==> config.mk <==
export PLATFORM = sky130hd
export DESIGN_NAME = kmwc_job_fifo
export DESIGN_NICKNAME = d
export VERILOG_FILES = /design/src/hw/rtl/kmwc_pkg.sv /design/src/hw/rtl/kmwc_job_fifo.sv
export SDC_FILE = /design/constraint.sdc
export NUM_CORES = 1
export LEC_CHECK = 0
export BUFFER_PORTS_ARGS = -buffer_cell sky130_fd_sc_hd__buf_2
export CORE_MARGIN = 2
export CORE_UTILIZATION = 35
export DETAILED_ROUTE_END_ITERATION = 16
export GPL_ROUTABILITY_DRIVEN = 0
export HOLD_SLACK_MARGIN = 0.05
export PLACE_DENSITY_LB_ADDON = 0.1
export SKIP_LAST_GASP = 1
export SLEW_MARGIN = 0
export SYNTH_ARGS = -nofsm -noshare
export SYNTH_HDL_FRONTEND = slang
export SYNTH_SLANG_ARGS = --single-unit
==> constraint.sdc <==
create_clock -name clk_i -period 2.95 [get_ports clk_i]
set_input_delay 0.295 -clock clk_i [delete_from_list [all_inputs] [get_ports clk_i]]
set_output_delay 0.295 -clock clk_i [all_outputs]
set_load 0.01 [all_outputs]
==> src/hw/rtl/kmwc_pkg.sv <==
// ----------------------------------------------------------------------------
// kmwc_pkg
// Shared types and constants of the keying matte window clip block.
// ----------------------------------------------------------------------------
package kmwc_pkg;

  // Sample format and default frame limits
  localparam int SampleBits = 16;
  localparam int MaxRadius  = 8;
  localparam int MaxWidth   = 2048;
  localparam int MaxHeight  = 2048;

  localparam logic [SampleBits-1:0] FullScale = '1;

  // Configuration port
  localparam int CfgIndexBits = 3;
  localparam int CfgDataBits  = 16;

  // Divide by ten through a reciprocal: q = (n * 6554) >> 16
  localparam int Div10Mul   = 6554;
  localparam int Div10Shift = 16;

  typedef enum logic [CfgIndexBits-1:0] {
    CfgRadius    = 3'd0,
    CfgWidth     = 3'd1,
    CfgHeight    = 3'd2,
    CfgTolerance = 3'd3,
    CfgBlack     = 3'd4,
    CfgWhite     = 3'd5,
    CfgEdge      = 3'd6
  } cfg_reg_e;

  // Input word
  typedef struct packed {
    logic [SampleBits-1:0] sample;
    logic                  drain;
  } kmwc_in_t;

  // Output word
  typedef struct packed {
    logic [SampleBits-1:0] matte;
    logic                  steady;
    logic                  frame_last;
  } kmwc_out_t;

  // Back end status seen by the front end
  typedef struct packed {
    logic reading;   // window scan in progress, line store must not change
  } back_stat_t;

endpackage

==> src/hw/rtl/kmwc_job_fifo.sv <==
// ----------------------------------------------------------------------------
// kmwc_job_fifo
// Two-entry queue of pixel jobs between the front and back ends.
// ----------------------------------------------------------------------------
module kmwc_job_fifo #(
  parameter int DW = 8
) (
  input  logic          clk_i,
  input  logic          rst_ni,
  input  logic          push_i,
  input  logic [DW-1:0] data_i,
  input  logic          pop_i,
  output logic [DW-1:0] data_o,
  output logic          empty_o,
  output logic          full_o
);
  import kmwc_pkg::*;

  logic [DW-1:0] entry_q [2];
  logic          wr_ptr_q, wr_ptr_d;
  logic          rd_ptr_q, rd_ptr_d;
  logic [1:0]    count_q, count_d;

  // Pointer and fill count
  always_comb begin
    wr_ptr_d = push_i ? ~wr_ptr_q : wr_ptr_q;
    rd_ptr_d = pop_i ? ~rd_ptr_q : rd_ptr_q;
    count_d  = count_q;
    if (push_i && !pop_i) begin
      count_d = count_q + 2'd1;
    end else if (pop_i && !push_i) begin
      count_d = count_q - 2'd1;
    end
  end

  always_ff @(posedge clk_i or negedge rst_ni) begin
    if (!rst_ni) begin
      wr_ptr_q <= 1'b0;
      rd_ptr_q <= 1'b0;
      count_q  <= 2'd0;
    end else begin
      wr_ptr_q <= wr_ptr_d;
      rd_ptr_q <= rd_ptr_d;
      count_q  <= count_d;
    end
  end

  // Storage
  always_ff @(posedge clk_i) begin
    if (push_i) begin
      entry_q[wr_ptr_q] <= data_i;
    end
  end

  assign data_o  = entry_q[rd_ptr_q];
  assign empty_o = (count_q == 2'd0);
  assign full_o  = (count_q == 2'd2);

endmodule

==> run metrics, run 1 <==
Slew headroom just over 50%; H-Tree Depth 1; FF-to-FF setup slack between 1.5 and 2 ns; mean number of vias per cell approximately 4.2; grt ovf 0; total die area around 2600 um^2; Clock Latency Late Sink roughly 0.29 ns; total core area 2022 um^2; crit path launch type register; wire per inst around 11 um; Final setup viols 0; Critical R2R Launch wr_ptr_q; Die H 50.93 um; DR vias ~390; Synth warnings 0; FF+latch count, synth 20; top fanout value on the critical path 9; initial antenna violation count 0; PD cells 848.1 nW/um^2; Final WS setup approximately 1.3 ns; Bufs on Longest Clock Path 2; Reg power frac a little under three fifths; initial core utilization approximately two fifths; DRT Pass-1 Iters 2; first-pass GRT wire length approximately 1700 um; XOR/XNOR share of the synthesized area 5.682%; R2R cell count 1; Hold Path Stages 1; clock sink count 20; post-synthesis compound-gate area fraction 0%; Critical Path End data_o[3]; FP Rows 16; simple-gate share of the synthesized area 3.734%; distinct cell type count after synthesis 12; post-CTS resize count 0; max-slew violations 0; Final Cycle Share a little under three fifths; Worst-path clk slew ~0.11 ns; worst slew pin tran approximately 0.72 ns; fmax about 590 MHz; share of layout cells above drive strength 1 ~50%; Antenna Nets Post-Route 0; n_diodes 0; switch share 29.26%; pre-CTS WS approximately 1.5 ns; number of port buffers 21; leakage power between 0.0003 and 0.0004 uW; main combinational cell family by area after synthesis multiplexers; Worst Path Arrival ~1.4 ns; pin count of the biggest net entering global routing 12; Synth Instances 41; maximum VDD drop 0.3121 mV; Cell Area, Synth about 770 um^2; DRT Wirelength between 1000 and 1500 um; CTS Buf Count 3; Critical Path RT 2.65 ns; vias in the first global route about 380; skew final 0.007421 ns; Switching Power around 230 uW; outcome completed; I/O pins 22; Area Growth Syn to Fin 21.27%; clock power share ~16%; Comb pwr share a little under 30%; setup TNS 0 ns; Synth Area per Inst about 19 um^2; Layout fillers around 180; Reg-to-Reg End entry_q[0][7]; post-synthesis sequential area ratio 75.32%; Die Wd 50.93 um; RSZ-0062 raised after global routing no; TritonCTS clock tree done; Synth Area in Adders 1.623%; syn nets 54; Hold Vio Cnt, Final 0; min Tclk post-route about 1.7 ns; Crit. Startpoint rd_ptr_q; fin nets 80; max_cap viols 0; Total Routing Usage GR under 10%; drt drc 0; element type at the critical path end output port; clock root buffer master clkbuf_4; Iter 0 DRT Violations 4; internal power 560.8 uW; Setup CP Type register to output port; mux contribution to synthesized area between 10% and 20%; Worst Hold Class primary input to register
through the flow:
stage               total power (uW)  std cells  hold WS (ns)  instance area [um^2]  utilization, %
floorplan                      599.8         41    -0.0005911                 770.7               -
detailed placement             675.8         88        0.1102                 898.4           44.43
global placement               675.5         88        0.1095                 898.4           44.43
global route                   847.1         93        0.1619                 934.6           46.23
CTS                            805.8         93        0.1755                 934.6           46.23
finish                         792.7         93        0.1866                 934.6           46.23
synthesized netlist by cell type:
cell type | number | area share [%]
dfrtp_1 | 4 | 13
mux2_2 | 8 | 12
inv_1 | 1 | 0.49
and2_1 | 1 | 0.81
and2b_2 | 1 | 1.1
nor2b_1 | 1 | 0.81
ha_1 | 1 | 1.6
xor2_1 | 4 | 4.5
nor2_1 | 2 | 0.97
xnor2_1 | 1 | 1.1
edfxtp_1 | 16 | 62
buf_6 | 1 | 1.5
layout make-up:
class | instances | area (um^2) | share of cell area (%)
Tap cell | 27 | 33.78 | 3.614
Sequential cell | 20 | 580.6 | 62.12
Timing Repair Buffer | 22 | 115.1 | 12.32
Multi-Input combinational cell | 19 | 175.2 | 18.74
Clock buffer | 4 | 26.28 | 2.811
Inverter | 1 | 3.754 | 0.4016
logic make-up (layout without fill, tap and decap cells):
kind of cell,count (synthesis),in the layout
xor gates and xnor gates,5,5
DFF,20,20
and+or+nand+nor,5,5
muxes,8,8
buffers and inverters,2,27
adders and majority gates,1,1
flip-flops by register name, summed over array words and instances (netlist names):
signal / flops
rd_ptr_q: 1
entry_q: 16
wr_ptr_q: 1
count_q: 2
worst max-delay path: stages (launching register included):
cell and delay, ns:
dfrtp_1 0.59, mux2_2 0.38, buf_2 0.14
power by group through the flow:
stage          clock network [uW]  registers [uW]  logic (uW)
2_1_floorplan                   0             415         185
3_3_place_gp                    0             444         232
3_5_place_dp                    0             443         233
4_1_cts                       134             437         235
5_1_grt                       148             446         253
6_report                      128             436         229
worst min-delay path by stage:
stage | endpoint | slack, ns | startpoint
global placement | wr_ptr_q | 0.11 | rst_ni
detailed placement | wr_ptr_q | 0.11 | rst_ni
finish | entry_q[1][2] | 0.19 | data_i[2]
CTS | entry_q[1][2] | 0.18 | data_i[2]
global route | entry_q[0][3] | 0.16 | data_i[3]
floorplan | count_q[0] | -0.0006 | rst_ni
cells in the final DEF (no fill, tap or decap), drive strengths merged:
cell type,count
and2,1
and2b,1
buf,21
clkbuf,4
dfrtp,4
dlygate4sd3,1
edfxtp,16
ha,1
inv,1
mux2,8
nor2,2
nor2b,1
xnor2,1
xor2,4
layer usage:
metal / wire (um) / up-vias / GRT usage (%)
met5: 0 / - / 0
met4: 0 / 0 / 4.054
met3: 66 / 0 / 2.924
met2: 498 / 12 / 14.50
met1: 489 / 181 / 11.85
li1: - / 198 / -
what timing repair did:
item	4_1_cts	5_1_grt
setup buffers	0	0
hold buffers	1	0
endpoints found under the hold margin	4	0
Power figures use the tool's default switching activity.
==> inputs of run 2 (changes only) <==
==> constraint.sdc (replaced) <==
create_clock -name clk_i -period 1.5 [get_ports clk_i]
set_input_delay 0.15 -clock clk_i [delete_from_list [all_inputs] [get_ports clk_i]]
set_output_delay 0.15 -clock clk_i [all_outputs]
set_load 0.01 [all_outputs]
==> run 2 against run 1 <==
- combinational power increased by 130%
- power grew 110%
- hold slack worse by 0.011 ns
- flip-flop and latch count unchanged
- via count grew 12%
- critical path type unchanged
- largest cell class unchanged
- global-route usage is 1.4 points higher
- critical path depth unchanged
- worst setup slack worse by 1.2 ns
- clock-buffer cell count unchanged
- non-clock buffer count up 13
==> run metrics, run 2 (same netlist as run 1, synthesis figures left out) <==
outcome completed; mean number of vias per cell roughly 4.1; min Tclk post-route 1.438 ns; I/O pins 22; Hold Vio Cnt, Final 0; grt ovf 0; DR vias around 440; Total Power roughly 1700 uW; initial core utilization around two fifths; CP cell instances mux2_2, buf_2; top fanout value on the critical path 9; DRT Pass-1 Iters 4; Worst-path clk slew approximately 0.11 ns; Worst Hold Class primary input to async pin; R2R cell count 1; CTS Buf Count 3; Iter 0 DRT Violations 2; met1 Track Usage GR between 10% and 20%; crit path launch type register; commonest non-fill, non-tap cell in the layout buf_2; met2 Use GR ~18%; number of port buffers 21; DP HPWL slightly below 800 um; share of layout cells above drive strength 1 between 40% and 50%; fin nets slightly above 90; pin count of the biggest net entering global routing 12; slowest CP cell dfrtp_2; Top Registers entry_q (16), count_q (2); FF-to-FF setup slack ~0.40 ns; Antenna Nets Post-Route 0; Final Cycle Share between 90% and 100%; Finished Core Util a little over half; Setup CP Type register to output port; Worst Path Arrival about 1.3 ns; element type at the critical path end output port; H-Tree Depth 1; PD cells approximately 1600 nW/um^2; skew final 0.007063 ns; Final setup viols 0; Bufs on Longest Clock Path 2; fmax 695.5 MHz; Placed Instances 90; Die H 50.93 um; first-pass GRT wire length 2042 um; Total Routing Usage GR a little over a tenth; Die Wd around 51 um; initial antenna violation count 0; max FFs per register 16; n_diodes 0; DRT Wirelength between 1000 and 1500 um; maximum VDD drop slightly above 0.8 mV; drt drc 0; Critical Path RT 1.35 ns; Top reg by flops entry_q; RSZ-0062 raised after global routing yes; worst slew pin tran a little under 0.4 ns; total core area roughly 2000 um^2; total die area between 2000 and 3000 um^2; max-slew violations 0; commonest non-fill, non-tap cells in the layout 21 x buf_2, 16 x edfxtp_1, 11 x dlygate4sd3_1, 8 x mux2_2, 4 x xor2_1; clock sink count 20; clock root buffer master clkbuf_4; max_cap viols 0; Reg-to-Reg End entry_q[1][2]; met3 global-route usage about 3.5%; leakage power 0.0004409 uW; FP Rows 16; vias in the first global route roughly 500; Slew headroom roughly three quarters; fin cells roughly 110; Area Growth Syn to Fin 38.64%; Clock Latency Late Sink just under 0.3 ns; wire per inst 11.58 um; Critical R2R Launch wr_ptr_q; Slowest Stage Delay on Critical Path ~0.50 ns; GR peak layer met2; TritonCTS clock tree done
[run 2: cell count changes in the layout (fill, tap and decap cells not counted)]
cell	delta
dlygate4sd3_1	+10
buf_4	+3
clkbuf_1	-1
clkbuf_8	+1
dfrtp_1	-1
dfrtp_2	+1
[run 2: critical path: cells and delay by family (launching register included)]
kind	cells	cell delay, ns
mux	1	0.36
flops	1	0.50
buf+inv	1	0.14
[run 2: worst max-delay path by stage]
stage                   from            end  slack, ns  cells past startpoint
floorplan           wr_ptr_q  entry_q[0][0]       0.34                      1
global route        rd_ptr_q      data_o[4]     -0.002                      2
global placement    rd_ptr_q      data_o[3]       0.26                      2
finish              rd_ptr_q      data_o[3]       0.06                      2
CTS                 rd_ptr_q      data_o[3]       0.02                      2
detailed placement  rd_ptr_q      data_o[3]       0.26                      2
[run 2: metal layers]
metal	vias up	wire, um	part of all wire, %
li1	224	-	-
met1	203	541	44
met2	12	613	50
met3	0	73	5.9
met4	0	0	0
met5	-	0	0
[run 2: repair_timing]
action,in CTS,in global routing
setup endpoints to repair,8,7
hold endpoints to repair,22,0
resized for setup,1,0
setup buffers,0,1
hold buffers,11,0
gates cloned,0,0
pin swaps,0,0
[run 2: report_power, final]
| part | total (uW) | internal, uW | switching (uW) | leakage, uW |
|---|---|---|---|---|
| registers | 858 | 757 | 101 | 0.000196 |
| logic | 519 | 297 | 222 | 0.000224 |
| clock network | 300 | 148 | 152 | 0.0000210 |
| total | 1680 | 1200 | 475 | 0.000441 |
[run 2: cell type report]
type	count	area (um^2)
multi-input combinational	19	175.2
tap	27	33.78
timing repair buffer	35	237.7
clock buffer	4	36.28
inverter	1	3.754
sequential	20	581.8
fill	182	953.4
[run 2: metrics by stage]
step / setup WS, ns / setup TNS, ns / area [um^2] / hold WS, ns
6_report: 0.06209 / 0 / 1069 / 0.1751
5_1_grt: -0.001632 / -0.001632 / 1069 / 0.1697
4_1_cts: 0.01953 / 0 / 1061 / 0.1607
3_5_place_dp: 0.2606 / 0 / 913.4 / -0.03688
3_3_place_gp: 0.2569 / 0 / 913.4 / -0.03668
2_1_floorplan: 0.3383 / 0 / 770.7 / -0.1456
