$ cat src/hw/rtl/kmwc_pkg.sv
// ----------------------------------------------------------------------------
// kmwc_pkg
// Shared types and constants of the keying matte window clip block.
// ----------------------------------------------------------------------------
package kmwc_pkg;

  // Sample format and default frame limits
  localparam int SampleBits = 16;
  localparam int MaxRadius  = 8;
  localparam int MaxWidth   = 2048;
  localparam int MaxHeight  = 2048;

  localparam logic [SampleBits-1:0] FullScale = '1;

  // Configuration port
  localparam int CfgIndexBits = 3;
  localparam int CfgDataBits  = 16;

  // Divide by ten through a reciprocal: q = (n * 6554) >> 16
  localparam int Div10Mul   = 6554;
  localparam int Div10Shift = 16;

  typedef enum logic [CfgIndexBits-1:0] {
    CfgRadius    = 3'd0,
    CfgWidth     = 3'd1,
    CfgHeight    = 3'd2,
    CfgTolerance = 3'd3,
    CfgBlack     = 3'd4,
    CfgWhite     = 3'd5,
    CfgEdge      = 3'd6
  } cfg_reg_e;

  // Input word
  typedef struct packed {
    logic [SampleBits-1:0] sample;
    logic                  drain;
  } kmwc_in_t;

  // Output word
  typedef struct packed {
    logic [SampleBits-1:0] matte;
    logic                  steady;
    logic                  frame_last;
  } kmwc_out_t;

  // Back end status seen by the front end
  typedef struct packed {
    logic reading;   // window scan in progress, line store must not change
  } back_stat_t;

endpackage

$ cat src/hw/rtl/kmwc_front.sv
// ----------------------------------------------------------------------------
// kmwc_front
// Accepts input words, writes the line store, tracks raster positions and
// decides when the pending output pixel has its whole window.
// ----------------------------------------------------------------------------
module kmwc_front #(
  parameter int MAX_RADIUS = 8,
  parameter int MAX_WIDTH  = 2048,
  parameter int MAX_HEIGHT = 2048
) (
  input  logic                                              clk_i,
  input  logic                                              rst_ni,
  input  logic                                              in_valid_i,
  output logic                                              in_stall_o,
  input  kmwc_pkg::kmwc_in_t                                in_data_i,
  input  logic [$clog2(MAX_RADIUS+1)-1:0]                   radius_i,
  input  logic [$clog2(MAX_WIDTH+1)-1:0]                    width_i,
  input  logic [$clog2(MAX_HEIGHT+1)-1:0]                   height_i,
  output logic                                              wr_en_o,
  output logic [$clog2(2*MAX_RADIUS)-1:0]                   wr_ring_o,
  output logic [$clog2(MAX_WIDTH)-1:0]                      wr_col_o,
  output logic [kmwc_pkg::SampleBits-1:0]                   wr_data_o,
  output logic                                              job_push_o,
  output logic [$clog2(MAX_WIDTH)+$clog2(MAX_HEIGHT)+$clog2(2*MAX_RADIUS)-1:0] job_o,
  input  logic                                              job_empty_i,
  input  kmwc_pkg::back_stat_t                              stat_i
);
  import kmwc_pkg::*;

  localparam int RING = 2 * MAX_RADIUS;
  localparam int RGW  = $clog2(RING);
  localparam int CW   = $clog2(MAX_WIDTH);
  localparam int RHW  = $clog2(MAX_HEIGHT);
  localparam int RW   = $clog2(MAX_RADIUS + 1);
  localparam int WW   = $clog2(MAX_WIDTH + 1);
  localparam int RKW  = RHW + WW + 1;

  typedef enum logic [4:0] {
    FIdle    = 5'b00001,
    FRankIn  = 5'b00010,
    FRankOut = 5'b00100,
    FDecide  = 5'b01000,
    FWait    = 5'b10000
  } front_state_e;

  front_state_e state_q, state_d;

  logic [CW-1:0]  in_col_q, in_col_d, out_col_q, out_col_d;
  logic [RHW-1:0] in_row_q, in_row_d, out_row_q, out_row_d;
  logic [RGW-1:0] in_ring_q, in_ring_d, out_ring_q, out_ring_d;
  logic           in_done_q, in_done_d;
  logic [RKW-1:0] rank_in_q, rank_in_d, rank_out_q, rank_out_d;

  logic           accept, ready;
  logic [RW-1:0]  reach;
  logic [CW:0]    in_col_inc, out_col_inc, xd, wm1;
  logic [RHW:0]   in_row_inc, out_row_inc, yd, hm1;
  logic [CW-1:0]  ex;
  logic [RHW-1:0] ey;

  assign in_stall_o = (state_q != FIdle);
  assign accept     = in_valid_i && (state_q == FIdle);

  // Store write of a pixel word
  assign wr_en_o   = accept && !in_data_i.drain;
  assign wr_ring_o = in_ring_q;
  assign wr_col_o  = in_col_q;
  assign wr_data_o = in_data_i.sample;

  // Window end of the pending output pixel and the two raster ranks
  always_comb begin
    reach       = (radius_i == '0) ? '0 : radius_i - 1'b1;
    in_col_inc  = (CW+1)'(in_col_q) + 1'b1;
    in_row_inc  = (RHW+1)'(in_row_q) + 1'b1;
    out_col_inc = (CW+1)'(out_col_q) + 1'b1;
    out_row_inc = (RHW+1)'(out_row_q) + 1'b1;
    xd          = (CW+1)'(out_col_q) + (CW+1)'(reach);
    wm1         = (CW+1)'(width_i) - 1'b1;
    yd          = (RHW+1)'(out_row_q) + (RHW+1)'(reach);
    hm1         = (RHW+1)'(height_i) - 1'b1;
    ex          = (xd < wm1) ? CW'(xd) : CW'(wm1);
    ey          = (yd < hm1) ? RHW'(yd) : RHW'(hm1);
    rank_in_d   = RKW'(in_row_q) * RKW'(width_i) + RKW'(in_col_q);
    rank_out_d  = RKW'(ey) * RKW'(width_i) + RKW'(ex);
    ready       = in_done_q || (rank_in_q > rank_out_q);
  end

  // Counters and sequencing
  always_comb begin
    state_d    = state_q;
    in_col_d   = in_col_q;
    in_row_d   = in_row_q;
    in_ring_d  = in_ring_q;
    in_done_d  = in_done_q;
    out_col_d  = out_col_q;
    out_row_d  = out_row_q;
    out_ring_d = out_ring_q;
    job_push_o = 1'b0;
    case (state_q)
      FIdle: begin
        if (accept) begin
          state_d = FRankIn;
          if (!in_data_i.drain) begin
            if (in_col_inc >= (CW+1)'(width_i)) begin
              in_col_d = '0;
              if (in_row_inc >= (RHW+1)'(height_i)) begin
                in_row_d  = '0;
                in_ring_d = '0;
                in_done_d = 1'b1;
              end else begin
                in_row_d  = RHW'(in_row_inc);
                in_ring_d = (in_ring_q == RGW'(RING - 1)) ? '0 : in_ring_q + 1'b1;
              end
            end else begin
              in_col_d = CW'(in_col_inc);
            end
          end
        end
      end
      FRankIn:  state_d = FRankOut;
      FRankOut: state_d = FDecide;
      FDecide: begin
        if (ready) begin
          job_push_o = 1'b1;
          state_d    = FWait;
          if (out_col_inc >= (CW+1)'(width_i)) begin
            out_col_d = '0;
            if (out_row_inc >= (RHW+1)'(height_i)) begin
              out_row_d  = '0;
              out_ring_d = '0;
              in_done_d  = 1'b0;
            end else begin
              out_row_d  = RHW'(out_row_inc);
              out_ring_d = (out_ring_q == RGW'(RING - 1)) ? '0 : out_ring_q + 1'b1;
            end
          end else begin
            out_col_d = CW'(out_col_inc);
          end
        end else begin
          state_d = FIdle;
        end
      end
      FWait: begin
        // hold off writes until the back end has read the window
        if (job_empty_i && !stat_i.reading) begin
          state_d = FIdle;
        end
      end
      default: state_d = FIdle;
    endcase
  end

  assign job_o = {out_col_q, out_row_q, out_ring_q};

  always_ff @(posedge clk_i or negedge rst_ni) begin
    if (!rst_ni) begin
      state_q    <= FIdle;
      in_col_q   <= '0;
      in_row_q   <= '0;
      in_ring_q  <= '0;
      in_done_q  <= 1'b0;
      out_col_q  <= '0;
      out_row_q  <= '0;
      out_ring_q <= '0;
    end else begin
      state_q    <= state_d;
      in_col_q   <= in_col_d;
      in_row_q   <= in_row_d;
      in_ring_q  <= in_ring_d;
      in_done_q  <= in_done_d;
      out_col_q  <= out_col_d;
      out_row_q  <= out_row_d;
      out_ring_q <= out_ring_d;
    end
  end

  // Rank registers
  always_ff @(posedge clk_i) begin
    if (state_q == FRankIn) begin
      rank_in_q <= rank_in_d;
    end
    if (state_q == FRankOut) begin
      rank_out_q <= rank_out_d;
    end
  end

endmodule

$ cat config.mk
export PLATFORM = sky130hd
export DESIGN_NAME = kmwc_front
export DESIGN_NICKNAME = d
export VERILOG_FILES = /design/src/hw/rtl/kmwc_pkg.sv /design/src/hw/rtl/kmwc_front.sv
export SDC_FILE = /design/constraint.sdc
export NUM_CORES = 1
export LEC_CHECK = 0
export ABC_AREA = 0
export BUFFER_PORTS_ARGS = -buffer_cell sky130_fd_sc_hd__buf_2
export CORE_MARGIN = 2
export CORE_UTILIZATION = 58
export DETAILED_ROUTE_END_ITERATION = 10
export GPL_ROUTABILITY_DRIVEN = 0
export PLACE_DENSITY = 0.8
export SLEW_MARGIN = 10
export SYNTH_ARGS = -nofsm -noshare
export SYNTH_HDL_FRONTEND = slang
export SYNTH_SLANG_ARGS = --single-unit
$ cat constraint.sdc
create_clock -name clk_i -period 8.6 [get_ports clk_i]
set_clock_uncertainty 0.15 [all_clocks]
set_input_delay 1.72 -clock clk_i [delete_from_list [all_inputs] [get_ports clk_i]]
set_output_delay 1.72 -clock clk_i [all_outputs]
set_load 0.005 [all_outputs]
==> metrics <==
status=finished with violations; failing checks=negative setup slack; Post-synth ARST share=54.7%; gr ovfl total=0; net load switching power=between 1000 and 1500 uW; nets@finish=2,617; RSZ-0062 raised after global routing=yes; GR Util All Layers=28.9%; final number of hold-violating endpoints=0; CTS Hold Buffers Added=0; standard-cell rows=between 60 and 70; CP Class=input pin to flop; die area=31,400 sq um; Die X-Extent=177 um; Synth Register Bits=between 100 and 150; P_leak=0.0106 uW; Final Setup Violations=16; yosys warns=0; fmax=106 MHz; Placed Area=19,200 sq um; H-tree levels=3; Worst Setup Start Kind=input pin; Top Metal Used=met4; design area=20,300 sq um; most used cell, CP=inv_2; Total Wirelength=45.8 mm; first-pass GRT wire length=71.7 mm; setup_tns=-9860 ps; Post-DRT Antenna Nets=0; Synth Cell Area=17,400 sq um; clk root buf=clkbuf_16; Worst Path Required=8560 ps; core area=29,600 sq um; post-synthesis sequential area ratio=16.6%; Internal Power=1700 uW; TritonCTS buffer count=9; Detailed Routing Iterations Pass 1=6; Cell variety after synth=66; DRC viols=0; Max IR drop VDD=~100 uV; Slew @ Worst Pin=879 ps; Via Count=14,500; crit path max fanout=6; Reg power frac=25.4%; post-DP HPWL=approximately 35 mm; clock tree buffer depth=2; Final period util=110%; per-cell routed wire length=18.2 um; Met2 Wirelength=22.6 mm; fin. max-slew vios=0; Min Clock Period, post-route=9460 ps; top_reg_cell synth=dfrtp_1; IO Count=110; vias in the first global route=approximately 15,000; Final WS setup=-859 ps; clock sinks=about 110; hold crit path type=flop to flop; Area Growth Syn to Fin=16.5%; Initial Utilization=between 50% and 60%; Comb power frac=60.4%; antenna violations before repair=0; Clock Latency Late Sink=370 ps; die height=177 um; Detailed Route Iter0 Violations=1,156; Mapped Nets=2,443; Port-buffer cells=77; share of cells above drive strength 1=19.8%; PwrDens=148 nW/um^2; vias per cell=5.77; syn avg cell area=approximately 8.9 sq um; diode count=0; slowest cell on the critical path=fa_1; total of max-cap violations=0; Reg clk slew, reported paths=80 ps; Relative slew margins=41.3%; DR WL met3=3.46 mm; pin count of the biggest net entering global routing=59; CTS tree=yes; Post-synth EDFFs=48; clock share of power=14.2%; Net Sw Frac=43.5%; Post-Syn Instances=1,951; Worst path max stage delay=560 ps; endpoint class of the critical path=flop; Met1 Wirelength=roughly 18 mm; Arr. time, crit path=9420 ps
-- layout by cell type, fill, tap and decap left out, types with 12 or more instances in the layout --
cell type  count
a21o_1        32
a21oi_1       45
a22o_1        13
and2_1        87
and3_1        20
buf_2         76
buf_4        163
buf_6         13
dfrtp_1       57
edfxtp_1      48
fa_1         196
ha_1         224
ha_4          12
inv_1        331
inv_2         19
mux2i_1       14
nand2_1      222
nand2_2       16
nand2b_1      26
nand3_1       28
nand4_1       14
nor2_1        57
nor2b_1       18
nor3_1        22
o21ai_0       48
o21bai_1      13
xnor2_1       79
xor2_1        18
-- kinds of logic after synthesis --
logic type               Yosys count  share of synthesized area, %
adder cells (fa/ha/maj)          443                          40.6
XOR/XNOR                         106                          5.33
buffers and inverters            442                          9.91
flip-flops                       106                          16.6
AND/OR/NAND/NOR                  574                          16.3
multiplexers                      23                          1.37
AO/OA/AOI/OAI                    257                          9.88
-- cell usage after synthesis, types with 7 or more instances --
master	instances	area, sq um
edfxtp_1	48	1440
a21o_1	32	240
a22o_1	13	114
nand2b_1	27	169
fa_1	204	4080
nor2_1	63	236
nor4b_1	7	61.3
and3_1	23	144
o31ai_1	8	60.1
nor3_1	24	120
buf_4	16	120
xnor2_1	86	753
nor2b_1	19	119
nand4_1	14	87.6
o2bb2ai_1	7	61.3
a21oi_1	57	285
o21bai_1	14	105
ha_1	238	2980
mux2i_1	17	170
nand3_1	30	150
nand2_1	240	901
xor2_1	20	175
o21ai_0	57	285
dfrtp_1	57	1430
nor4_1	7	43.8
clkbuf_1	71	267
inv_1	350	1310
and2_1	93	582
-- power groups by stage --
stage	logic [uW]	registers (uW)	clock network [uW]
after global routing	2030	775	455
after floorplan	1190	742	0
after detailed placement	1660	771	0
after CTS	1710	761	436
after global placement	1560	766	0
final	1810	764	428
-- path summary, 6_finish.rpt --
path | startpoint | to | slack [ps] | cells past startpoint
max | radius_i[1] | rank_out_q[18] | -860 | 39
min | out_ring_q[3] | out_ring_q[3] | 400 | 1
max reg2reg | out_row_q[0] | rank_out_q[18] | 480 | 36
min reg2reg | out_ring_q[3] | out_ring_q[3] | 400 | 1
max in group asynchronous | rst_ni | out_col_q[6] | 6440 | 2
min in group asynchronous | rst_ni | wr_col_o[5] | 1350 | 2
-- area by class of cell --
| type | count | area (sq um) |
|---|---|---|
| multi-input combinational | 1403 | 13500 |
| fill | 2090 | 9280 |
| sequential | 106 | 2890 |
| timing repair buffer | 255 | 1810 |
| inverter | 350 | 1310 |
| tap | 390 | 488 |
| clock buffer | 10 | 229 |
| clock inverter | 6 | 61.3 |
-- layer usage --
metal / vias up / track usage, %
li1: 6630 / -
met5: - / 0
met3: 184 / 3.82
met4: 0 / 13.1
met2: 607 / 50.1
met1: 7121 / 35.9
-- what timing repair did --
item	4_1_cts	5_1_grt
gates resized for setup	60	70
cloned	1	0
buffers inserted	11	14
pin swaps	54	45
endpoints found under the setup margin	16	19
-- state kept, by name, indices dropped and copies added (netlist names) --
signal,count
out_ring_q,4
out_row_q,11
rank_in_q,24
wr_ring_o,4
state_q,5
rank_out_q,24
in_done_q,1
wr_col_o,11
in_row_q,11
out_col_q,11
-- stage by stage --
step	setup WS (ps)	instances	total power, uW	hold slack (ps)	utilization [%]
3_5_place_dp	-1340	2478	2430	388	65.0
5_1_grt	-1110	2520	3260	423	68.6
3_3_place_gp	-1040	2478	2330	371	65.0
2_1_floorplan	-777	1951	1930	340	-
4_1_cts	-751	2506	2910	407	67.1
6_report	-859	2520	3010	405	68.6
-- critical path: cells and delay by family --
kind	cells	cell delay, ps
AOI/OAI and AO/OA	12	2290
xor gates and xnor gates	2	260
adders and majority gates	9	3430
buffers and inverters	11	1030
muxes	1	160
and+or+nand+nor	4	510
Power figures use the tool's default switching activity.
