## config.mk

```make
export PLATFORM = sky130hd
export DESIGN_NAME = kmwc_back
export DESIGN_NICKNAME = d
export VERILOG_FILES = /design/src/hw/rtl/kmwc_pkg.sv /design/src/hw/rtl/kmwc_back.sv
export SDC_FILE = /design/constraint.sdc
export NUM_CORES = 1
export LEC_CHECK = 0
export ABC_CLOCK_PERIOD_IN_PS = 5750
export BUFFER_PORTS_ARGS = -buffer_cell sky130_fd_sc_hd__buf_2
export CORE_ASPECT_RATIO = 1.5
export CORE_UTILIZATION = 24
export DETAILED_ROUTE_END_ITERATION = 8
export GPL_TIMING_DRIVEN = 0
export HOLD_SLACK_MARGIN = 0.1
export PLACE_DENSITY = 0.42
export SLEW_MARGIN = 20
export SYNTH_ARGS = -nofsm -noshare
export SYNTH_HDL_FRONTEND = slang
export SYNTH_SLANG_ARGS = --single-unit
```

## constraint.sdc

```tcl
create_clock -name clk_i -period 5.75 [get_ports clk_i]
set_input_delay 0.2875 -clock clk_i [delete_from_list [all_inputs] [get_ports clk_i]]
set_output_delay 0.2875 -clock clk_i [all_outputs]
set_load 0.005 [all_outputs]
```

## src/hw/rtl/kmwc_pkg.sv

```systemverilog
// ----------------------------------------------------------------------------
// kmwc_pkg
// Shared types and constants of the keying matte window clip block.
// ----------------------------------------------------------------------------
package kmwc_pkg;

  // Sample format and default frame limits
  localparam int SampleBits = 16;
  localparam int MaxRadius  = 8;
  localparam int MaxWidth   = 2048;
  localparam int MaxHeight  = 2048;

  localparam logic [SampleBits-1:0] FullScale = '1;

  // Configuration port
  localparam int CfgIndexBits = 3;
  localparam int CfgDataBits  = 16;

  // Divide by ten through a reciprocal: q = (n * 6554) >> 16
  localparam int Div10Mul   = 6554;
  localparam int Div10Shift = 16;

  typedef enum logic [CfgIndexBits-1:0] {
    CfgRadius    = 3'd0,
    CfgWidth     = 3'd1,
    CfgHeight    = 3'd2,
    CfgTolerance = 3'd3,
    CfgBlack     = 3'd4,
    CfgWhite     = 3'd5,
    CfgEdge      = 3'd6
  } cfg_reg_e;

  // Input word
  typedef struct packed {
    logic [SampleBits-1:0] sample;
    logic                  drain;
  } kmwc_in_t;

  // Output word
  typedef struct packed {
    logic [SampleBits-1:0] matte;
    logic                  steady;
    logic                  frame_last;
  } kmwc_out_t;

  // Back end status seen by the front end
  typedef struct packed {
    logic reading;   // window scan in progress, line store must not change
  } back_stat_t;

endpackage

```

## src/hw/rtl/kmwc_back.sv

```systemverilog
// ----------------------------------------------------------------------------
// kmwc_back
// Scans the window of one pixel, one neighbour a cycle, decides steadiness,
// clips (bit-serial divider) or makes an edge matte, holds the output word.
// ----------------------------------------------------------------------------
module kmwc_back #(
  parameter int MAX_RADIUS = 8,
  parameter int MAX_WIDTH  = 2048,
  parameter int MAX_HEIGHT = 2048
) (
  input  logic                                              clk_i,
  input  logic                                              rst_ni,
  input  logic [$clog2(MAX_RADIUS+1)-1:0]                   radius_i,
  input  logic [$clog2(MAX_WIDTH+1)-1:0]                    width_i,
  input  logic [$clog2(MAX_HEIGHT+1)-1:0]                   height_i,
  input  logic [kmwc_pkg::SampleBits-1:0]                   tolerance_i,
  input  logic [kmwc_pkg::SampleBits-1:0]                   black_i,
  input  logic [kmwc_pkg::SampleBits-1:0]                   white_i,
  input  logic                                              edge_i,
  input  logic                                              job_empty_i,
  input  logic [$clog2(MAX_WIDTH)+$clog2(MAX_HEIGHT)+$clog2(2*MAX_RADIUS)-1:0] job_i,
  output logic                                              job_pop_o,
  output logic                                              rd_en_o,
  output logic [$clog2(2*MAX_RADIUS)-1:0]                   rd_ring_o,
  output logic [$clog2(MAX_WIDTH)-1:0]                      rd_col_o,
  input  logic [kmwc_pkg::SampleBits-1:0]                   rd_data_i,
  output kmwc_pkg::back_stat_t                              stat_o,
  output logic                                              out_valid_o,
  input  logic                                              out_stall_i,
  output kmwc_pkg::kmwc_out_t                               out_data_o
);
  import kmwc_pkg::*;

  localparam int RING    = 2 * MAX_RADIUS;
  localparam int RGW     = $clog2(RING);
  localparam int CW      = $clog2(MAX_WIDTH);
  localparam int RHW     = $clog2(MAX_HEIGHT);
  localparam int RW      = $clog2(MAX_RADIUS + 1);
  localparam int SXW     = $clog2(2 * MAX_RADIUS);
  localparam int WinMax  = (2 * MAX_RADIUS - 1) * (2 * MAX_RADIUS - 1);
  localparam int CNTW    = $clog2(WinMax + 1);
  localparam int NW      = $clog2(9 * WinMax + 10);
  localparam int PW      = NW + 14;
  localparam int SB      = SampleBits;
  localparam int DCW     = $clog2(SB);

  typedef enum logic [9:0] {
    BIdle  = 10'b0000000001,
    BSetup = 10'b0000000010,
    BTotal = 10'b0000000100,
    BRecip = 10'b0000001000,
    BFix   = 10'b0000010000,
    BScan  = 10'b0000100000,
    BTail  = 10'b0001000000,
    BMap   = 10'b0010000000,
    BDiv   = 10'b0100000000,
    BDone  = 10'b1000000000
  } back_state_e;

  back_state_e state_q, state_d;

  // Job and window bounds
  logic [CW-1:0]   x_q, x0_q, x1_q, j_q;
  logic [RHW-1:0]  y_q, y0_q, y1_q, i_q;
  logic [RGW-1:0]  ring_y_q, ring0_q, ring_i_q;
  logic            empty_q;
  logic [SB-1:0]   v_q;
  logic [CNTW-1:0] total_q, q_est_q, thr_q, cnt_q;
  logic [NW-1:0]   n_q;
  logic            cmp_en_q;

  // Divider and result
  logic [SB-1:0]   rem_q, num_lo_q, quo_q, den_q;
  logic [DCW-1:0]  step_q;
  logic [SB-1:0]   res_q;
  logic            steady_q, last_q;

  // Output register
  logic            out_valid_q;
  kmwc_out_t       out_q;

  logic [CW-1:0]   job_x;
  logic [RHW-1:0]  job_y;
  logic [RGW-1:0]  job_ring;
  logic [RW-1:0]   reach;
  logic [CW:0]     xd, wm1;
  logic [RHW:0]    yd, hm1;
  logic [RGW:0]    ring_back;
  logic [SXW-1:0]  sx, sy;
  logic [NW-1:0]   n_d;
  logic [PW-1:0]   prod;
  logic [SB-1:0]   diff;
  logic            steady, last_pos, out_free, centre;
  logic [2*SB-1:0] num;
  logic [SB:0]     trial;

  assign {job_x, job_y, job_ring} = job_i;

  // Combinational helpers
  always_comb begin
    reach     = (radius_i == '0) ? '0 : radius_i - 1'b1;
    xd        = (CW+1)'(x_q) + (CW+1)'(reach);
    wm1       = (CW+1)'(width_i) - 1'b1;
    yd        = (RHW+1)'(y_q) + (RHW+1)'(reach);
    hm1       = (RHW+1)'(height_i) - 1'b1;
    ring_back = (RGW+1)'(ring_y_q) + (RGW+1)'(RING) - (RGW+1)'(reach);
    if (ring_back >= (RGW+1)'(RING)) begin
      ring_back = ring_back - (RGW+1)'(RING);
    end
    sx        = SXW'(x1_q - x0_q + 1'b1);
    sy        = SXW'(y1_q - y0_q + 1'b1);
    n_d       = NW'(total_q) * NW'(9) + NW'(9);
    prod      = PW'(n_q) * PW'(Div10Mul);
    diff      = (rd_data_i > v_q) ? rd_data_i - v_q : v_q - rd_data_i;
    steady    = (radius_i == '0) || ((thr_q != '0) && (cnt_q >= thr_q));
    num       = ({(v_q - black_i), {SB{1'b0}}}) - (2*SB)'(v_q - black_i);
    trial     = {rem_q, num_lo_q[SB-1]};
    last_pos  = ((i_q == y1_q) && (j_q == x1_q));
    centre    = ((i_q == y_q) && (j_q == x_q));
    out_free  = !out_valid_q || !out_stall_i;
  end

  // Store read requests: centre in setup, then the window
  always_comb begin
    rd_en_o   = 1'b0;
    rd_ring_o = ring_y_q;
    rd_col_o  = x_q;
    if (state_q == BSetup) begin
      rd_en_o = 1'b1;
    end else if (state_q == BScan) begin
      rd_en_o   = 1'b1;
      rd_ring_o = ring_i_q;
      rd_col_o  = j_q;
    end
  end

  assign job_pop_o = (state_q == BIdle) && !job_empty_i;

  // Sequencer
  always_comb begin
    state_d = state_q;
    case (state_q)
      BIdle:  if (!job_empty_i) state_d = BSetup;
      BSetup: state_d = BTotal;
      BTotal: state_d = BRecip;
      BRecip: state_d = BFix;
      BFix: begin
        if ((radius_i == '0) || empty_q) begin
          state_d = BMap;
        end else begin
          state_d = BScan;
        end
      end
      BScan:  if (last_pos) state_d = BTail;
      BTail:  state_d = BMap;
      BMap: begin
        if (edge_i || !steady || (v_q < black_i) || (v_q >= white_i)) begin
          state_d = BDone;
        end else begin
          state_d = BDiv;
        end
      end
      BDiv:   if (step_q == DCW'(SB - 1)) state_d = BDone;
      BDone:  if (out_free) state_d = BIdle;
      default: state_d = BIdle;
    endcase
  end

  always_ff @(posedge clk_i or negedge rst_ni) begin
    if (!rst_ni) begin
      state_q     <= BIdle;
      cmp_en_q    <= 1'b0;
      out_valid_q <= 1'b0;
    end else begin
      state_q  <= state_d;
      cmp_en_q <= (state_q == BScan) && !centre;
      if ((state_q == BDone) && out_free) begin
        out_valid_q <= 1'b1;
      end else if (!out_stall_i) begin
        out_valid_q <= 1'b0;
      end
    end
  end

  // Datapath registers
  always_ff @(posedge clk_i) begin
    case (state_q)
      BIdle: begin
        x_q      <= job_x;
        y_q      <= job_y;
        ring_y_q <= job_ring;
      end
      BSetup: begin
        x0_q    <= (x_q >= CW'(reach)) ? x_q - CW'(reach) : '0;
        x1_q    <= (xd < wm1) ? CW'(xd) : CW'(wm1);
        y0_q    <= (y_q >= RHW'(reach)) ? y_q - RHW'(reach) : '0;
        y1_q    <= (yd < hm1) ? RHW'(yd) : RHW'(hm1);
        ring0_q <= (y_q >= RHW'(reach)) ? RGW'(ring_back) : '0;
      end
      BTotal: begin
        v_q     <= rd_data_i;
        empty_q <= (x1_q < x0_q) || (y1_q < y0_q);
        if ((x1_q < x0_q) || (y1_q < y0_q)) begin
          total_q <= '0;
        end else begin
          total_q <= CNTW'(CNTW'(sx) * CNTW'(sy) - 1'b1);
        end
      end
      BRecip: begin
        n_q <= n_d;
      end
      BFix: begin
        q_est_q  <= CNTW'(prod >> Div10Shift);
        i_q      <= y0_q;
        j_q      <= x0_q;
        ring_i_q <= ring0_q;
        cnt_q    <= '0;
      end
      BScan: begin
        if (j_q == x1_q) begin
          j_q      <= x0_q;
          i_q      <= i_q + 1'b1;
          ring_i_q <= (ring_i_q == RGW'(RING - 1)) ? '0 : ring_i_q + 1'b1;
        end else begin
          j_q <= j_q + 1'b1;
        end
      end
      BMap: begin
        steady_q <= steady;
        last_q   <= ((CW+1)'(x_q) + 1'b1 >= (CW+1)'(width_i)) &&
                    ((RHW+1)'(y_q) + 1'b1 >= (RHW+1)'(height_i));
        rem_q    <= num[2*SB-1:SB];
        num_lo_q <= num[SB-1:0];
        den_q    <= white_i - black_i;
        step_q   <= '0;
        if (edge_i) begin
          res_q <= steady ? '0 : FullScale;
        end else if (!steady) begin
          res_q <= v_q;
        end else if (v_q < black_i) begin
          res_q <= '0;
        end else begin
          res_q <= FullScale;
        end
      end
      BDiv: begin
        // restoring division, one quotient bit a cycle
        num_lo_q <= num_lo_q << 1;
        step_q   <= step_q + 1'b1;
        if (trial >= {1'b0, den_q}) begin
          rem_q <= SB'(trial - {1'b0, den_q});
          quo_q <= {quo_q[SB-2:0], 1'b1};
        end else begin
          rem_q <= SB'(trial);
          quo_q <= {quo_q[SB-2:0], 1'b0};
        end
        if (step_q == DCW'(SB - 1)) begin
          res_q <= (trial >= {1'b0, den_q}) ? {quo_q[SB-2:0], 1'b1} : {quo_q[SB-2:0], 1'b0};
        end
      end
      default: ;
    endcase

    // threshold correction after the reciprocal estimate
    if (state_q == BScan || state_q == BTail) begin
      if (state_q == BScan && j_q == x0_q && i_q == y0_q) begin
        thr_q <= ((NW'(q_est_q) * NW'(10)) > n_q) ? q_est_q - 1'b1 : q_est_q;
      end
    end else if (state_q == BMap && (radius_i == '0 || empty_q)) begin
      thr_q <= '0;
    end

    // neighbour compare, one read behind the address
    if (cmp_en_q && (diff < tolerance_i)) begin
      cnt_q <= cnt_q + 1'b1;
    end

    if ((state_q == BDone) && out_free) begin
      out_q.matte      <= res_q;
      out_q.steady     <= steady_q;
      out_q.frame_last <= last_q;
    end
  end

  assign stat_o.reading = (state_q == BSetup) || (state_q == BTotal) ||
                          (state_q == BRecip) || (state_q == BFix) ||
                          (state_q == BScan)  || (state_q == BTail);

  assign out_valid_o = out_valid_q;
  assign out_data_o  = out_q;

endmodule
```

==> results of run 1 <==
==> layer usage <==
| metal | global-route usage, % | part of all wire, % |
|---|---|---|
| met1 | 14.94 | 39 |
| met2 | 27.98 | 54 |
| met3 | 2.053 | 2.9 |
| met4 | 5.470 | 3.9 |
| met5 | 0 | 0.12 |
==> worst min-delay path by stage <==
stage	start	end	depth (start not counted)	slack, ps
floorplan	rst_ni	cmp_en_q	0	-8
global placement	rst_ni	state_q[4]	1	190
detailed placement	rst_ni	state_q[7]	1	190
CTS	height_i[2]	y1_q[2]	3	130
global route	black_i[15]	den_q[15]	3	180
finish	width_i[9]	x1_q[9]	3	160
==> critical path, cell delays in order, from the launching register on <==
cell	delay [ps]
edfxtp_1	400
inv_1	100
ha_1	350
fa_1	540
inv_1	80
fa_1	510
inv_1	50
fa_1	500
fa_1	540
inv_1	40
ha_1	280
and4_1	160
o21ai_1	110
or3_1	360
o22a_1	280
a21oi_2	220
nor2_1	100
o2111ai_2	230
a21o_1	180
a21o_1	130
xnor2_1	80
==> what timing repair did <==
item	CTS	global route
setup buffers	3	9
endpoints found under the setup margin	20	21
endpoints found under the hold margin	59	0
pin swaps	2	3
hold buffers	47	0
gates resized for setup	8	7
==> sequential cells by signal, indices dropped and copies added, names as in the netlist, 10 cells and up <==
signal      count
den_q          16
i_q            11
j_q            11
n_q            11
num_lo_q       16
out_data_o     18
quo_q          15
rem_q          16
res_q          16
state_q        10
v_q            16
x0_q           11
x1_q           11
x_q            11
y0_q           11
y1_q           11
y_q            11
==> where the power goes <==
group | switching [uW] | leakage [uW] | total, uW | internal, uW
logic | 2660 | 0.00998 | 4760 | 2100
registers | 207 | 0.00254 | 2790 | 2580
clock network | 960 | 0.000565 | 2300 | 1340
total | 3830 | 0.0131 | 9850 | 6020
==> cell usage after synthesis, types with 30 or more instances <==
| library cell | instances |
|---|---|
| nand3_1 | 70 |
| xnor2_1 | 169 |
| a21oi_1 | 127 |
| clkbuf_1 | 70 |
| xor2_1 | 97 |
| nor3_1 | 44 |
| fa_1 | 50 |
| inv_1 | 338 |
| nand2_1 | 152 |
| nor2_1 | 190 |
| mux2i_1 | 41 |
| edfxtp_1 | 263 |
| o21a_1 | 45 |
| ha_1 | 354 |
| o21ai_0 | 91 |
| a21o_1 | 82 |
| nor2b_1 | 30 |
==> cells by family (layout without fill, tap and decap cells) <==
logic type	count (synthesis)	after routing	share of synthesized area, %
and+or+nand+nor	661	661	13.05
xor gates and xnor gates	268	268	9.432
buffers and inverters	428	726	6.499
DFF	275	275	32.74
AOI/OAI and AO/OA	518	518	13.97
muxes	63	63	2.628
adders and majority gates	404	404	21.68
==> cell type report <==
class / count / share of cell area, %
tap: 1387 / 5.866
clock inverter: 20 / 0.8077
multi-input combinational: 1914 / 51.79
inverter: 339 / 4.301
timing repair buffer: 236 / 5.189
buffer: 88 / 1.201
clock buffer: 43 / 3.129
sequential: 275 / 27.71
==> stage by stage <==
step                hold WS [ps]  instance area, sq um  std cells  util [%]
global route               175.4                 29590       4302     28.71
finish                     160.5                 29590       4302     28.71
detailed placement         186.2                 27810       4181     26.99
global placement           189.0                 27570       4162     26.75
floorplan                 -8.091                 25050       2617         -
CTS                        128.0                 29490       4293     28.62
==> impl_metrics.tcl, run 1 <==
set metrics [dict create \
    die_x_um 265.8 \
    grt_max_degree 25 \
    drive_gt1_share_pct 11.70 \
    period_needed_ps 5502 \
    syn_area_sq_um 25050 \
    worstMarginPinSlew_ps 1069 \
    dieArea_sq_um 105700 \
    dp_hpwl_um 62070 \
    cp-endpoint "q_est_q[7]" \
    post_drt_via_cell_ratio 4.424 \
    crit_arrival_ps 5780 \
    start_kind "register" \
    ys_seq_elements 275 \
    dp_slack_ps -1067 \
    syn_avg_cell_area_sq_um 9.571 \
    layout_commonest_cell "ha_1" \
    drc 0 \
    power.total_uw 9849 \
    cts_root_buf "clkbuf_16" \
    seqCellArea_sq_um 8199 \
    wl_per_cell_um 17.43 \
    antenna_found_initial 10 \
    overflow 0 \
    p_per_area_nw_per_um2 332.9 \
    end_kind "register" \
    cap_violations 0 \
    synth_edf_count 263 \
    status "finished clean" \
    r2r-start "n_q[9]" \
    final_cell_mix "ha_1, inv_1, edfxtp_1, nor2_1" \
    setup_viol 0 \
    finalHoldViolations 0 \
    core_sq_um 103100 \
    cts_buffers 35 \
    clk_pin_slew_ps 60 \
    fin_setup_tns_ps 0 \
    vias 19030 \
    rows 144 \
    irDropWorstVdd_mv 0.2680 \
    fin_crit_sh_pct 95.69 \
    hp-class "in -> reg" \
    synth_sequential_area_ratio_pct 32.74 \
    ys_types 94 \
    grt_pass1_wl_um 115400 \
    p_leak_uw 0.01308 \
    fin_skew_ps 49.74 \
    gp_congestion 0.8184 \
    n_antenna_cell 0 \
    timing.reg2reg.setup_slack_ps 250 \
    grt_pass1_vias 20130 \
    reg2reg_to "q_est_q[7]" \
    synth_top_area_share_pct 31.53 \
    h-tree-depth 2 \
    slew_headroom_pct 28.69 \
    syn_inst 2617 \
    setup_ws_ps 247.8 \
    rr_worst_depth 20 \
    clock_sinks 275 \
    multi_input_area_sq_um 15320 \
    crit_type "reg -> reg" \
    critPathLaunch "n_q[9]" \
    synthToLayoutAreaGrowth_pct 18.12 \
    ios 160 \
    yosysWarnings 0 \
    initialDrtViolationCount 769 \
    rsz0062_at_grt "false" \
    cts_tree "done" \
    first_pass_iters 5 \
    critPathMaxFanout 4 \
    synthFlopType "edfxtp_1" \
    wirelength_um 75000 \
    synth_area_leaders "edfxtp_1, ha_1, xnor2_1" \
    track_usage_pct 14.23 \
    fillers 11100 \
    start_util_pct 24.30 \
    cts_buffer_depth 3 \
    required_ps 6030 \
    nets 3416 \
    final_antenna_net_count 0 \
    clkLatencyLatePin_ps 580 \
    syn_nets 3144 \
    synth.largest_area_cell "edfxtp_1" \
    maxClockFrequency_mhz 181.7 \
    numPortBuffers 158 \
    final-max-slew-violation-count 0 \
    die_y_um 397.7 \
    synthArstFlopShare_pct 4.364 \
]
(Power assumes the default switching activity.)
==> run 2: changes to the inputs <==
Settings changed: CTS_BUF_LIST from default to sky130_fd_sc_hd__clkbuf_4.
==> run 2 against run 1 <==
Effect of this change: clock power fell by 19%; first-iteration DRC count down 12%; count of clock-buffer cells in the layout increased by 56; via count rose by 4.0%; die area stayed put; non-clock buffer count is 118 higher; flip-flop and latch count is the same; worst hold slack improved by 62 ps; core utilization increased by 0.95 points.
==> impl_metrics.tcl, run 2 (synthesis gave the netlist of run 1 again) <==
set metrics [dict create \
    cts_buffers 74 \
    highest_layer "met5" \
    grt_max_degree 25 \
    die_y_um 397.7 \
    fin_skew_ps 94.41 \
    required_ps 6340 \
    final-max-slew-violation-count 0 \
    met3_length_um 2139 \
    crit_chain "inv_2 -> ha_1 -> fa_1 -> inv_1 -> fa_1 -> inv_1 -> fa_1 -> inv_1 -> fa_1 -> ha_1 -> and4_1 -> o21ai_1 -> or3_1 -> o22a_1 -> a21oi_2 -> nor2_1 -> o2111ai_2 -> a21o_1 -> a21o_1 -> xnor2_1" \
    rows 144 \
    ios 160 \
    initialDrtViolationCount 677 \
    path_common_cell "fa_1" \
    antenna_found_initial 9 \
    layout_commonest_cell "ha_1" \
    postLayoutCoreUtil_pct 29.66 \
    cts_tree "done" \
    period_needed_ps 5481 \
    p_per_area_nw_per_um2 311.1 \
    clkLatencyLatePin_ps 920 \
    cap_violations 0 \
    vias 19800 \
    start_util_pct 24.30 \
    clk_pin_slew_ps 60 \
    grt_pass1_vias 21100 \
    finalHoldViolations 0 \
    track_usage_pct 14.58 \
    core_sq_um 103100 \
    drive_gt1_share_pct 12.79 \
    maxClockFrequency_mhz 182.5 \
    overflow 0 \
    grt_pass1_wl_um 118300 \
    wirelength_um 76590 \
    die_x_um 265.8 \
    clock_sinks 275 \
    largest_reg_flops 18 \
    rsz0062_at_grt "true" \
    start_kind "register" \
    met1_length_um 29780 \
    slowest_delay_ps 560 \
    crit_slowest_cell "fa_1" \
    critPathMaxFanout 4 \
    synthToLayoutAreaGrowth_pct 22.04 \
    numPortBuffers 158 \
    worstMarginPinSlew_ps 1145 \
    final_antenna_net_count 0 \
    fin_crit_sh_pct 95.32 \
    status "finished clean" \
    dieArea_sq_um 105700 \
    cts_root_buf "clkbuf_4" \
    gp_congestion 0.8184 \
    first_pass_iters 4 \
    slew_headroom_pct 23.61 \
    end_kind "register" \
    timing.reg2reg.setup_slack_ps 270 \
    dr_wl_met2_um 41290 \
    p_leak_uw 0.01357 \
    final_cells 4489 \
    wl_per_cell_um 17.06 \
    setup_viol 0 \
    drc 0 \
    crit_type "reg -> reg" \
    crit_arrival_ps 6070 \
    hp-class "in -> reg" \
    dp_hpwl_um 62070 \
    irDropWorstVdd_mv 0.2818 \
    cts_buffer_depth 3 \
    place_inst 4181 \
    final_cell_mix "ha_1, inv_1, edfxtp_1, nor2_1" \
    nets 3573 \
    h-tree-depth 3 \
    post_drt_via_cell_ratio 4.410 \
]
## run 2: cell count changes in the layout (fill, tap and decap cells not counted), moves of 2 or more
cell,delta
dlygate4sd3_1,+119
clkbuf_1,-6
clkinv_1,+14
diode_2,+5
buf_4,-2
clkbuf_8,-2
clkbuf_4,+99
clkbuf_16,-35
clkinv_8,-2
## run 2: report_power, final
| group | leakage, uW | internal [uW] | switching, uW |
|---|---|---|---|
| logic | 0.0105 | 2180 | 2680 |
| clock network | 0.000553 | 939 | 924 |
| registers | 0.00254 | 2580 | 208 |
| total | 0.0136 | 5700 | 3810 |
## run 2: path summary, 6_finish.rpt
check	endpoint	cells past startpoint	startpoint
max in group asynchronous	state_q[7]	3	rst_ni
hold / removal	den_q[4]	7	black_i[3]
hold reg to reg	out_data_o[13]	0	res_q[11]
setup reg to reg	q_est_q[7]	20	n_q[3]
setup / recovery	q_est_q[7]	20	n_q[3]
min in group asynchronous	state_q[8]	3	rst_ni
## run 2: area by class of cell
type	instances	area, sq um
fillers	11090	72490
multi-input cells	1914	15320
flip-flops and latches	275	8199
repair buffers	354	2719
well taps	1387	1735
inverters	339	1272
clock buffers	99	743.2
plain buffers	88	359.1
clock inverters	28	202.7
diodes	5	12.51
## run 2: what timing repair did
action | CTS | global route
pin swaps | 2 | 3
resized for setup | 11 | 5
hold endpoints to repair | 128 | 0
endpoints found under the setup margin | 21 | 22
setup buffers | 3 | 8
hold buffers | 166 | 0
## run 2: per-stage QoR
step           instance area, sq um  setup TNS, ps  total power (uW)  hold WS (ps)  setup slack, ps
6_report                      30570              0              9509         222.4            269.3
5_1_grt                       30560         -41.49             10400         168.5           -13.90
4_1_cts                       30480              0              9703         102.9            2.550
3_5_place_dp                  27810         -13930              7620         186.2            -1067
3_3_place_gp                  27570         -89880              7573         189.0            -1922
2_1_floorplan                 25050              0              6333        -8.091            618.9
## run 2: critical path: cells and delay by family, from the launching register on
kind	cells	cell delay, ps
AO/OA/AOI/OAI	6	1140
adder cells (fa/ha/maj)	6	2550
AND/OR/NAND/NOR	3	630
XOR/XNOR	1	90
buffers and inverters	4	370
flip-flops	1	460
## run 2: layer usage
metal,global-route usage (%),up-vias
met3,2.312,146
met5,0,-
met1,15.15,9258
met4,6.332,14
li1,-,10080
met2,28.36,301
